`src/rtl/single_wire_sensor_reader_macros.svh`:
```
// Assertion macros shared by the single-wire sensor reader RTL.
`ifndef SINGLE_WIRE_SENSOR_READER_MACROS_SVH
`define SINGLE_WIRE_SENSOR_READER_MACROS_SVH

// Same-cycle implication, checked on every rising edge outside reset.
`define SWSR_ASSERT_IMP(label, ante, cons) \
  label: assert property (@(posedge clk_i) disable iff (!rst_ni) (ante) |-> (cons)) \
    else $error("swsr: same-cycle check failed");

// Next-cycle implication, checked on every rising edge outside reset.
`define SWSR_ASSERT_NXT(label, ante, cons) \
  label: assert property (@(posedge clk_i) disable iff (!rst_ni) (ante) |=> (cons)) \
    else $error("swsr: next-cycle check failed");

`endif

```
`src/rtl/swsr_pkg.sv`:
```
// Shared types and constants for the single-wire sensor reader.
`default_nettype none

package swsr_pkg;

  // Sequencer phase codes
  localparam logic [2:0] PH_IDLE      = 3'd0;
  localparam logic [2:0] PH_START_LOW = 3'd1;
  localparam logic [2:0] PH_ANSWER    = 3'd2;
  localparam logic [2:0] PH_ANS_HIGH  = 3'd3;
  localparam logic [2:0] PH_BIT_LOW   = 3'd4;
  localparam logic [2:0] PH_BIT_HIGH  = 3'd5;
  localparam logic [2:0] PH_BIT_DELAY = 3'd6;

  // Configuration register indexes
  localparam int unsigned CFG_IDX_W = 3;
  localparam logic [CFG_IDX_W-1:0] CFG_START_LOW    = 3'd0;
  localparam logic [CFG_IDX_W-1:0] CFG_ANSWER_WAIT  = 3'd1;
  localparam logic [CFG_IDX_W-1:0] CFG_SAMPLE_DELAY = 3'd2;
  localparam logic [CFG_IDX_W-1:0] CFG_EDGE_TIMEOUT = 3'd3;

  localparam int unsigned CFG_DATA_W = 16;
  localparam int unsigned CNT_W      = 16;

  // Reset values of the timing registers
  localparam logic [15:0] START_LOW_RST    = 16'd25000;
  localparam logic [7:0]  ANSWER_WAIT_RST  = 8'd27;
  localparam logic [7:0]  SAMPLE_DELAY_RST = 8'd32;
  localparam logic [15:0] EDGE_TIMEOUT_RST = 16'd1000;

  typedef struct packed {
    logic [15:0] start_low_ticks;
    logic [7:0]  answer_wait_ticks;
    logic [7:0]  sample_delay_ticks;
    logic [15:0] edge_timeout_ticks;
  } swsr_cfg_t;

  typedef struct packed {
    logic drive_low;
    logic busy;
    logic done;
    logic responded;
    logic timed_out;
  } swsr_flags_t;

endpackage

`default_nettype wire

```
`src/rtl/swsr_core.sv`:
```
// Read sequencer: timing counter, phase register and receive shift register.
`default_nettype none

module swsr_core import swsr_pkg::*; #(
  parameter int unsigned TOTAL_BITS = 40
) (
  input  wire logic                  clk_i,
  input  wire logic                  rst_ni,
  input  wire logic                  step_i,
  input  wire logic                  command_i,
  input  wire logic                  line_level_i,
  input  wire swsr_cfg_t             cfg_i,
  output swsr_flags_t                flags_o,
  output logic [TOTAL_BITS-1:0]      shift_o
);

  localparam int unsigned BIT_W = $clog2(TOTAL_BITS + 1);
  localparam logic [BIT_W-1:0] BIT_LAST = BIT_W'(TOTAL_BITS);

  logic [2:0]            phase_q, phase_d;
  logic [CNT_W-1:0]      cnt_q, cnt_d, cnt_inc;
  logic [BIT_W-1:0]      bit_q, bit_d, bit_inc;
  logic [TOTAL_BITS-1:0] shift_q, shift_d;
  logic                  resp_q, resp_d;
  logic                  tmo_q, tmo_d;
  logic                  done;
  logic                  edge_seen;
  logic                  timeout_hit;

  // Saturating tick count; a zero length acts as one tick
  assign cnt_inc     = (cnt_q == {CNT_W{1'b1}}) ? cnt_q : cnt_q + 1'b1;
  assign timeout_hit = (cnt_inc >= cfg_i.edge_timeout_ticks);
  assign bit_inc     = bit_q + 1'b1;
  assign edge_seen   = (phase_q == PH_BIT_LOW) ? !line_level_i : line_level_i;

  // Advance the sequence by one tick
  always_comb begin
    phase_d = phase_q;
    cnt_d   = cnt_q;
    bit_d   = bit_q;
    shift_d = shift_q;
    resp_d  = resp_q;
    tmo_d   = tmo_q;
    done    = 1'b0;
    if (step_i) begin
      case (phase_q)
        PH_IDLE: begin
          if (command_i) begin
            shift_d = '0;
            bit_d   = '0;
            resp_d  = 1'b0;
            tmo_d   = 1'b0;
            phase_d = PH_START_LOW;
            cnt_d   = '0;
          end
        end
        PH_START_LOW: begin
          cnt_d = cnt_inc;
          if (cnt_inc >= cfg_i.start_low_ticks) begin
            phase_d = PH_ANSWER;
            cnt_d   = '0;
          end
        end
        PH_ANSWER: begin
          cnt_d = cnt_inc;
          if (cnt_inc >= {8'd0, cfg_i.answer_wait_ticks}) begin
            cnt_d = '0;
            if (!line_level_i) begin
              resp_d  = 1'b1;
              phase_d = PH_ANS_HIGH;
            end else begin
              phase_d = PH_IDLE;
              done    = 1'b1;
            end
          end
        end
        PH_ANS_HIGH, PH_BIT_LOW, PH_BIT_HIGH: begin
          if (edge_seen) begin
            cnt_d = '0;
            case (phase_q)
              PH_ANS_HIGH: phase_d = PH_BIT_LOW;
              PH_BIT_LOW:  phase_d = PH_BIT_HIGH;
              default:     phase_d = PH_BIT_DELAY;
            endcase
          end else begin
            cnt_d = cnt_inc;
            if (timeout_hit) begin
              tmo_d   = 1'b1;
              phase_d = PH_IDLE;
              cnt_d   = '0;
              done    = 1'b1;
            end
          end
        end
        PH_BIT_DELAY: begin
          cnt_d = cnt_inc;
          if (cnt_inc >= {8'd0, cfg_i.sample_delay_ticks}) begin
            shift_d = {shift_q[TOTAL_BITS-2:0], line_level_i};
            bit_d   = bit_inc;
            cnt_d   = '0;
            if (bit_inc >= BIT_LAST) begin
              phase_d = PH_IDLE;
              done    = 1'b1;
            end else begin
              phase_d = PH_BIT_LOW;
            end
          end
        end
        default: begin
          phase_d = PH_IDLE;
          cnt_d   = '0;
        end
      endcase
    end
  end

  always_ff @(posedge clk_i or negedge rst_ni) begin
    if (!rst_ni) begin
      phase_q <= PH_IDLE;
      cnt_q   <= '0;
      bit_q   <= '0;
      shift_q <= '0;
      resp_q  <= 1'b0;
      tmo_q   <= 1'b0;
    end else begin
      phase_q <= phase_d;
      cnt_q   <= cnt_d;
      bit_q   <= bit_d;
      shift_q <= shift_d;
      resp_q  <= resp_d;
      tmo_q   <= tmo_d;
    end
  end

  // Report the state as it stands after this tick
  assign flags_o.drive_low = (phase_d == PH_START_LOW);
  assign flags_o.busy      = (phase_d != PH_IDLE);
  assign flags_o.done      = done;
  assign flags_o.responded = resp_d;
  assign flags_o.timed_out = tmo_d;
  assign shift_o           = shift_d;

endmodule

`default_nettype wire

```
`src/rtl/single_wire_sensor_reader.sv`:
```
// Top level of the single-wire sensor reader: register file, handshakes, result register.
`default_nettype none
`include "single_wire_sensor_reader_macros.svh"

// Host side of a single-wire temperature/humidity sensor read. Each input
// transfer is one microsecond tick carrying the sampled line level and an
// optional start request; every tick yields exactly one result transfer with
// the line drive, busy/done status, the answer and timeout flags and the bits
// received so far (data above, checksum below, MSB first). The sequencer
// state updates in the accepting cycle and the result lands in an output
// register, so a new tick is taken every cycle while the result side keeps
// up; the output register is the only buffering, and a stalled result holds
// off the next tick. The four timing registers are written on the
// configuration channel, which is always ready, and should be changed only
// while no reading is running and no result is pending.
module single_wire_sensor_reader import swsr_pkg::*; #(
  parameter int unsigned DATA_BITS  = 32,
  parameter int unsigned CHECK_BITS = 8
) (
  input  wire logic                  clk_i,
  input  wire logic                  rst_ni,
  input  wire logic                  in_valid_i,
  output logic                       in_ready_o,
  input  wire logic                  command_i,
  input  wire logic                  line_level_i,
  output logic                       out_valid_o,
  input  wire logic                  out_ready_i,
  output logic                       drive_low_o,
  output logic                       busy_res_o,
  output logic                       done_res_o,
  output logic                       responded_o,
  output logic                       timed_out_o,
  output logic [DATA_BITS-1:0]       data_word_o,
  output logic [CHECK_BITS-1:0]      checksum_byte_o,
  input  wire logic                  cfg_valid_i,
  output logic                       cfg_ready_o,
  input  wire logic [CFG_IDX_W-1:0]  cfg_index_i,
  input  wire logic [CFG_DATA_W-1:0] cfg_data_i
);

  localparam int unsigned TOTAL_BITS = DATA_BITS + CHECK_BITS;

  swsr_cfg_t             cfg_q;
  swsr_flags_t           flags_d, flags_q;
  logic [TOTAL_BITS-1:0] shift_d, shift_q;
  logic                  out_valid_q;
  logic                  in_xfer;

  assign cfg_ready_o = 1'b1;
  assign in_ready_o  = !out_valid_q || out_ready_i;
  assign in_xfer     = in_valid_i && in_ready_o;

  // Timing registers
  always_ff @(posedge clk_i or negedge rst_ni) begin
    if (!rst_ni) begin
      cfg_q.start_low_ticks    <= START_LOW_RST;
      cfg_q.answer_wait_ticks  <= ANSWER_WAIT_RST;
      cfg_q.sample_delay_ticks <= SAMPLE_DELAY_RST;
      cfg_q.edge_timeout_ticks <= EDGE_TIMEOUT_RST;
    end else if (cfg_valid_i) begin
      case (cfg_index_i)
        CFG_START_LOW:    cfg_q.start_low_ticks    <= cfg_data_i;
        CFG_ANSWER_WAIT:  cfg_q.answer_wait_ticks  <= cfg_data_i[7:0];
        CFG_SAMPLE_DELAY: cfg_q.sample_delay_ticks <= cfg_data_i[7:0];
        CFG_EDGE_TIMEOUT: cfg_q.edge_timeout_ticks <= cfg_data_i;
        default: ;
      endcase
    end
  end

  swsr_core #(
    .TOTAL_BITS (TOTAL_BITS)
  ) u_core (
    .clk_i        (clk_i),
    .rst_ni       (rst_ni),
    .step_i       (in_xfer),
    .command_i    (command_i),
    .line_level_i (line_level_i),
    .cfg_i        (cfg_q),
    .flags_o      (flags_d),
    .shift_o      (shift_d)
  );

  // Hold the result until the downstream transfer
  always_ff @(posedge clk_i or negedge rst_ni) begin
    if (!rst_ni) begin
      out_valid_q <= 1'b0;
    end else if (in_xfer) begin
      out_valid_q <= 1'b1;
    end else if (out_ready_i) begin
      out_valid_q <= 1'b0;
    end
  end

  always_ff @(posedge clk_i) begin
    if (in_xfer) begin
      flags_q <= flags_d;
      shift_q <= shift_d;
    end
  end

  assign out_valid_o     = out_valid_q;
  assign drive_low_o     = flags_q.drive_low;
  assign busy_res_o      = flags_q.busy;
  assign done_res_o      = flags_q.done;
  assign responded_o     = flags_q.responded;
  assign timed_out_o     = flags_q.timed_out;
  assign data_word_o     = shift_q[TOTAL_BITS-1:CHECK_BITS];
  assign checksum_byte_o = shift_q[CHECK_BITS-1:0];

  // A finished reading is never reported as still running
  `SWSR_ASSERT_IMP(a_done_not_busy, out_valid_o && done_res_o, !busy_res_o)
  // Driving low only happens in the start phase, before any answer or timeout
  `SWSR_ASSERT_IMP(a_drive_start_only, out_valid_o && drive_low_o,
                   busy_res_o && !responded_o && !timed_out_o)
  // A timeout can only follow the sensor's answer
  `SWSR_ASSERT_IMP(a_timeout_after_answer, out_valid_o && timed_out_o, responded_o)
  // Every accepted tick leaves a result behind
  `SWSR_ASSERT_NXT(a_tick_gives_result, in_valid_i && in_ready_o, out_valid_o)

endmodule

`default_nettype wire

```
`config.mk`:
```
export PLATFORM = sky130hd
export DESIGN_NAME = single_wire_sensor_reader
export DESIGN_NICKNAME = d
export VERILOG_FILES = /design/src/rtl/swsr_pkg.sv /design/src/rtl/swsr_core.sv /design/src/rtl/single_wire_sensor_reader.sv
export VERILOG_INCLUDE_DIRS = /design/src /design/src/rtl
export SDC_FILE = /design/constraint.sdc
export NUM_CORES = 1
export LEC_CHECK = 0
export BUFFER_PORTS_ARGS = -buffer_cell sky130_fd_sc_hd__buf_2
export CAP_MARGIN = 20
export CORE_ASPECT_RATIO = 2
export CORE_MARGIN = 8
export CORE_UTILIZATION = 45
export DETAILED_ROUTE_END_ITERATION = 10
export SLEW_MARGIN = 10
export SYNTH_ARGS = -nofsm -noshare
export SYNTH_HDL_FRONTEND = slang
export SYNTH_SLANG_ARGS = --single-unit
```
`constraint.sdc`:
```
create_clock -name clk_i -period 4.3 [get_ports clk_i]
set_input_delay 0.645 -clock clk_i [delete_from_list [all_inputs] [get_ports clk_i]]
set_output_delay 0.645 -clock clk_i [all_outputs]
set_load 0.02 [all_outputs]
```
==> metrics.log, run 1 <==
[metrics] status: completed
[metrics] area share of the leading cell type in the synthesized netlist: between 30% and 40%
[metrics] buffers from clock root to sink, at most: 2
[metrics] post-detailed-route DRC marker count: 0
[metrics] setup tns final: 0 ps
[metrics] count of warnings emitted by yosys: 0
[metrics] remaining global-route overflow: 0
[metrics] global-route wire length before repair: a little over 30000 um
[metrics] signal arrival time at the worst endpoint: ~4500 ps
[metrics] largest net degree at the start of global routing: just over 70
[metrics] class of the tightest hold or removal check: primary input to async pin
[metrics] leakage power: around 4.2 nW
[metrics] detail-routed net length per standard cell: around 18 um
[metrics] cell type with the highest aggregate area in the netlist: dfrtp_1
[metrics] pre-CTS worst setup slack: -32.97 ps
[metrics] portion of the post-synthesis area used by sequential elements: between 50% and 60%
[metrics] Worst Path Class, Setup: flop to flop
[metrics] Total Routed Length: 19030 um
[metrics] footprint of the multi-input gates: ~3400 um2
[metrics] root buffer selected by CTS: clkbuf_16
[metrics] total number of vias: between 5000 and 6000
[metrics] share of layout cells above drive strength 1: a little over a quarter
[metrics] core outline area: 17270 um2
[metrics] Most used DFF post-synth: dfrtp_1
[metrics] Worst Max-Slew Pin Slew: slightly above 1000 ps
[metrics] Storage cell area: ~4300 um2
[metrics] number of rows in the core area: between 60 and 70
[metrics] vertical die dimension: ~200 um
[metrics] total clock buffers created by CTS: 17
[metrics] top area cells in the synthesized netlist: dfrtp_1 (31%), edfxtp_1 (17%), ha_1 (7.7%)
[metrics] vias in the first global route: roughly 6000
[metrics] final hold violation count: 0
[metrics] number of max-cap violations: 0
[metrics] endpoint required time on the critical path: ~4600 ps
[metrics] per-instance average area after synthesis: between 10 and 15 um2
[metrics] initial core utilization: a little under half
[metrics] Boundary Pins: 74
[metrics] upper clock frequency limit: 241.5 MHz
[metrics] post-layout power: just under 5 mW
[metrics] Routed Antenna Nets: 0
[metrics] type of element launching the critical path: flop
[metrics] number of antenna violations at the first check in global routing: 0
[metrics] number of H-tree levels: 4
[metrics] fill count: 1543
[metrics] relative max-transition margin: 32.55%
[metrics] final critical delay including setup and external delays: around 4100 ps
[metrics] PwrDens: slightly above 500 nW/um2
[metrics] die area: roughly 22000 um2
[metrics] post-synth net total: just over 800
[metrics] first-pass iteration count of the detailed router: 6
[metrics] via count normalized by instance count: ~5.5
[metrics] Tot GR Track Use: 17.90%
[metrics] final worst clock skew: 15.38 ps
[metrics] placer congestion estimate: between 1 and 1.5
[metrics] HPWL Detailed: between 10000 and 15000 um
[metrics] most frequent standard cell in the layout excluding fill and tap cells: nand2_1
[metrics] clock transition time at the flip-flop clock pins of the worst setup and hold paths: 70 ps
[metrics] mapped cell area: just under 8000 um2
[metrics] minimum setup slack in the final design: around 160 ps
[metrics] Reg2Reg Depth: 19
[metrics] Syn-to-layout area delta: 18.08%
[metrics] final number of setup-violating endpoints: 0
[metrics] TritonCTS Sinks: 161
[metrics] number of input and output port buffers inserted: between 70 and 80
[metrics] antenna cell count: 0
[metrics] CTS tree: built
[metrics] critical path fanouts, max: 16
[metrics] width of the die: approximately 110 um
[metrics] worst hold margin: between 300 and 400 ps
[metrics] unique cell type count in the Yosys netlist: slightly above 70
[metrics] number of nets in the layout: just over 900
[metrics] async set-reset flop share out of synthesis: just over 70%
[metrics] number of max-slew violations in the final report: 0
[metrics] detailed router's first-iteration violation count: 219
[metrics] source-to-sink clock delay at the later pin of the worst-skew pair: 430 ps
[metrics] utilization of the core after routing: roughly 54%
[metrics] final worst-path cycle share: 96.31%
[metrics] maximum resistive drop on vdd: roughly 310 uV
[metrics] Post-synth EDFFs: between 40 and 50
[metrics] post-synthesis sequential element count: 161
[metrics] CP Capture Type: flop
[metrics] gate count after technology mapping: about 750
[metrics] commonest non-fill, non-tap cells in the layout: nand2_1 (136), dfrtp_1 (98), o21ai_0 (88), buf_2 (71), inv_1 (51)
power breakdown:
part	total (mW)	internal, mW	leakage (nW)	switching [mW]
clock network	1.50	0.862	0.286	0.639
registers	1.98	1.82	1.92	0.156
logic	1.32	0.531	1.97	0.788
total	4.80	3.22	4.18	1.58
final timing paths:
check,end,from,slack [ps]
worst max-delay path,u_core.cnt_q[15],u_core.cnt_q[0],160
worst min-delay path,u_core.shift_q[33],rst_ni,370
worst max register to register,u_core.cnt_q[15],u_core.cnt_q[0],160
worst min register to register,u_core.tmo_q,u_core.tmo_q,490
max in group asynchronous,cfg_q[25],rst_ni,3010
min in group clk_i,out_valid_o,in_valid_i,430
logic make-up after synthesis:
group                      count (synthesis)  share of synthesized area [%]
other                                      1                        0.04728
adders and majority gates                 49                          7.730
AOI/OAI and AO/OA                        154                          11.96
xor gates and xnor gates                  15                          1.656
DFF                                      161                          53.90
and+or+nand+nor                          246                          15.05
buffers and inverters                     87                          5.079
muxes                                     33                          4.575
repair_timing:
| item | CTS | global route |
|---|---|---|
| setup buffers | 0 | 1 |
| gates resized for setup | 2 | 12 |
| setup endpoints to repair | 5 | 47 |
| hold buffers | 0 | 0 |
| pin swaps | 0 | 2 |
critical path: stages (launching register included):
cell       delay [ps]
dfrtp_2           450
ha_1              260
nand4_2           150
nor2_2             60
nand2_2           110
and4_4            300
nand3_1           100
xnor2_1           130
buf_4             160
ha_1              200
a211o_1           270
a21oi_1           170
a221oi_2           90
buf_4             160
o32ai_2           280
a211oi_2          100
a2111oi_4         470
nor3_2             90
buf_4             210
a311oi_1          260
sequential cells by signal, indices dropped and copies added (netlist names), 3 cells and up:
| register | flops |
|---|---|
| cfg_q | 48 |
| u_core.shift_q | 40 |
| shift_q | 40 |
| u_core.bit_q | 6 |
| u_core.cnt_q | 16 |
| u_core.phase_q | 3 |
through the flow:
stage / cells / cell area (um2)
after detailed placement: 1032 / 8687
after floorplan: 746 / 7931
after global routing: 1064 / 9365
final: 1064 / 9365
after global placement: 1032 / 8687
after CTS: 1063 / 9288
synthesized netlist by cell type (all sizes together), types with 3 or more instances:
cell     instances
a21o             3
ha              49
o21ai           88
nor4             6
mux2i           10
nor3             9
a211oi           7
dfstp           17
clkbuf          22
a2111oi          5
nand4           10
xnor2            8
xor2             7
and3             5
o211ai           3
and4             4
a21oi           19
a31oi            4
nor2b            4
or2b             3
nor2            30
nand2b           7
nand3           16
mux2            23
buf             13
inv             51
dfrtp           99
a311oi           3
nand2          137
o21a             4
a22o             3
edfxtp          45
final cells by class:
cell class              instances  area share [%]
repair buffers                112           7.348
clock inverters                14           1.657
multi-input cells             498           35.90
inverters                      52           2.084
well taps                     210           2.806
flip-flops and latches        161           45.66
clock buffers                  17           4.542
layer usage:
metal	vias to the layer above	wire, um	track usage [%]
li1	2798	-	-
met1	2825	6704	17.63
met2	131	10580	32.87
met3	47	776	3.256
met4	0	971	10.93
met5	-	0	0
(Power assumes the default switching activity.)
==> inputs of run 2 (changes only) <==
--- a/config.mk
+++ b/config.mk
@@ -10,8 +10,9 @@
 export CAP_MARGIN = 20
 export CORE_ASPECT_RATIO = 2
 export CORE_MARGIN = 8
-export CORE_UTILIZATION = 45
+export CORE_UTILIZATION = 60
 export DETAILED_ROUTE_END_ITERATION = 10
+export PLACE_DENSITY = 0.8
 export SLEW_MARGIN = 10
 export SYNTH_ARGS = -nofsm -noshare
 export SYNTH_HDL_FRONTEND = slang
==> run 2 against run 1 <==
Effect of this change: the run now ends with negative setup slack left; final cell count shrank 6.6%; sequential cell count did not move; critical path depth fell by 3; register-to-register slack worse by 190 ps; setup slack got worse by 190 ps.
==> metrics.log, run 2 (synthesis gave the netlist of run 1 again) <==
[metrics] status: finished, violations left
[metrics] failing checks: negative setup slack
[metrics] number of rows in the core area: 59
[metrics] source-to-sink clock delay at the later pin of the worst-skew pair: between 400 and 500 ps
[metrics] leakage power: about 4.1 nW
[metrics] minimum setup slack in the final design: -30.34 ps
[metrics] die area: about 17000 um2
[metrics] vias in the first global route: between 6000 and 7000
[metrics] vertical die dimension: 178.6 um
[metrics] final critical delay including setup and external delays: around 4300 ps
[metrics] pre-CTS worst setup slack: -115.4 ps
[metrics] launching instance or port of the critical path: u_core.cnt_q[1]
[metrics] setup tns final: -111.1 ps
[metrics] HPWL Detailed: 13430 um
[metrics] fill count: just over 900
[metrics] summed area of non-filler cells in the final layout: 9241 um2
[metrics] post-detailed-route DRC marker count: 0
[metrics] number of max-slew violations in the final report: 0
[metrics] Critical Path Most Common Cell: nor3_2
[metrics] buffers from clock root to sink, at most: 2
[metrics] upper clock frequency limit: 230.9 MHz
[metrics] registers with the highest flip-flop counts: cfg_q (48), shift_q (40), u_core.shift_q (40)
[metrics] type of element launching the critical path: flop
[metrics] via count normalized by instance count: 6.082
[metrics] PwrDens: approximately 520 nW/um2
[metrics] number of nets in the layout: 904
[metrics] first-pass iteration count of the detailed router: 5
[metrics] class of the tightest hold or removal check: primary input to async pin
[metrics] Finished Layout Cells: roughly 990
[metrics] number of H-tree levels: 4
[metrics] commonest non-fill, non-tap cells in the layout: nand2_1 (136), dfrtp_1 (98), o21ai_0 (88), buf_2 (71), inv_1 (51)
[metrics] critical path fanouts, max: 16
[metrics] total number of vias: 6046
[metrics] core outline area: 12990 um2
[metrics] Tot GR Track Use: about 23%
[metrics] largest net degree at the start of global routing: between 50 and 60
[metrics] number of max-cap violations: 0
[metrics] CTS tree: built
[metrics] clock transition time at the flip-flop clock pins of the worst setup and hold paths: approximately 70 ps
[metrics] antenna cell count: 0
[metrics] worst hold margin: 251.7 ps
[metrics] number of input and output port buffers inserted: between 70 and 80
[metrics] remaining global-route overflow: 0
[metrics] number of antenna violations at the first check in global routing: 0
[metrics] final worst clock skew: between 8 and 9 ps
[metrics] max FFs per register: 48
[metrics] width of the die: roughly 97 um
[metrics] endpoint required time on the critical path: about 4600 ps
[metrics] relative max-transition margin: a little under a third
[metrics] final worst-path cycle share: 100.7%
[metrics] final hold violation count: 0
[metrics] CP Capture Type: flop
[metrics] Boundary Pins: 74
[metrics] maximum resistive drop on vdd: between 500 and 600 uV
[metrics] Worst Max-Slew Pin Slew: 1026 ps
[metrics] Worst Path Class, Setup: flop to flop
[metrics] RR Startpoint: u_core.cnt_q[1]
[metrics] crit-path cells: ha_2, nand4_2, nor2_2, nand2_2, and4_2, xor2_2, ha_1, a211o_1, a21oi_1, a221oi_2, nor3_2, a211oi_2, a2111oi_4, nor3_2, buf_4, a311oi_1
[metrics] Post-CTS Hold Buffers: 0
[metrics] TritonCTS Sinks: ~160
[metrics] Storage cell area: 4277 um2
[metrics] root buffer selected by CTS: clkbuf_16
[metrics] detailed router's first-iteration violation count: about 410
[metrics] Critical Path Max Stage Delay: 490 ps
[metrics] area after detailed placement: 8497 um2
[metrics] most frequent standard cell in the layout excluding fill and tap cells: nand2_1
[metrics] final number of setup-violating endpoints: 6
[metrics] total clock buffers created by CTS: 17
[metrics] placer congestion estimate: approximately 1
[metrics] detail-routed net length per standard cell: 19.64 um
[metrics] share of layout cells above drive strength 1: between 20 and 30%
[metrics] footprint of the multi-input gates: about 3400 um2
[metrics] Syn-to-layout area delta: 16.52%
[metrics] global-route wire length before repair: ~32000 um
[metrics] crit path max-delay cell type: a2111oi_4
[metrics] initial core utilization: 61.05%
[metrics] Routed Antenna Nets: 0
[metrics] Total Routed Length: ~20000 um
[metrics] Reg with most FFs: cfg_q
[metrics] cell total after placement: 960
[metrics] signal arrival time at the worst endpoint: between 4000 and 5000 ps
## run 2: worst paths after layout
kind                                      endpoint  slack, ps  cells after the start
worst max register to register     u_core.cnt_q[8]        -30                     16
min in group clk_i                     out_valid_o        430                      2
worst min-delay path            u_core.shift_q[33]        250                      1
worst max-delay path               u_core.cnt_q[8]        -30                     16
worst min register to register        u_core.tmo_q        510                      2
max in group asynchronous                 cfg_q[5]       3070                      2
## run 2: power breakdown
| group | internal, mW | total, mW | leakage [nW] | switching, mW |
|---|---|---|---|---|
| Combinational | 0.509 | 1.31 | 1.92 | 0.800 |
| Sequential | 1.82 | 1.99 | 1.92 | 0.166 |
| Clock | 0.838 | 1.54 | 0.300 | 0.700 |
## run 2: layer usage
metal	vias to the layer above	GRT usage (%)	share of wire, %
li1	2787	-	-
met1	2946	21.31	34
met2	218	43.14	55
met3	95	5.043	4.6
met4	0	15.58	6.6
met5	-	0	0
## run 2: through the flow
| step | util [%] | power [mW] |
|---|---|---|
| after global placement | 65.40 | 3.146 |
| final | 71.13 | 4.837 |
| after floorplan | - | 2.827 |
| after CTS | 70.19 | 4.786 |
| after detailed placement | 65.40 | 3.225 |
| after global routing | 71.13 | 5.081 |
## run 2: what timing repair did
item                                    CTS  global route
gates resized for setup                   1            18
endpoints found under the setup margin    8            20
setup buffers                             0             2
pin swaps                                 0             5
## run 2: critical path, delay by kind of cell (launching register included)
kind / cells / cell delay, ps
and+or+nand+nor: 6 / 1180
DFF: 1 / 440
adders and majority gates: 2 / 550
buffers and inverters: 1 / 210
AOI/OAI and AO/OA: 6 / 1610
xor gates and xnor gates: 1 / 230
## run 2: area by class of cell
class                      count  area share, %
tap                          152          2.058
sequential                   161          46.28
inverter                      52          2.112
timing repair buffer          99          6.255
clock buffer                  17          4.603
multi-input combinational    498          36.64
clock inverter                15          2.058
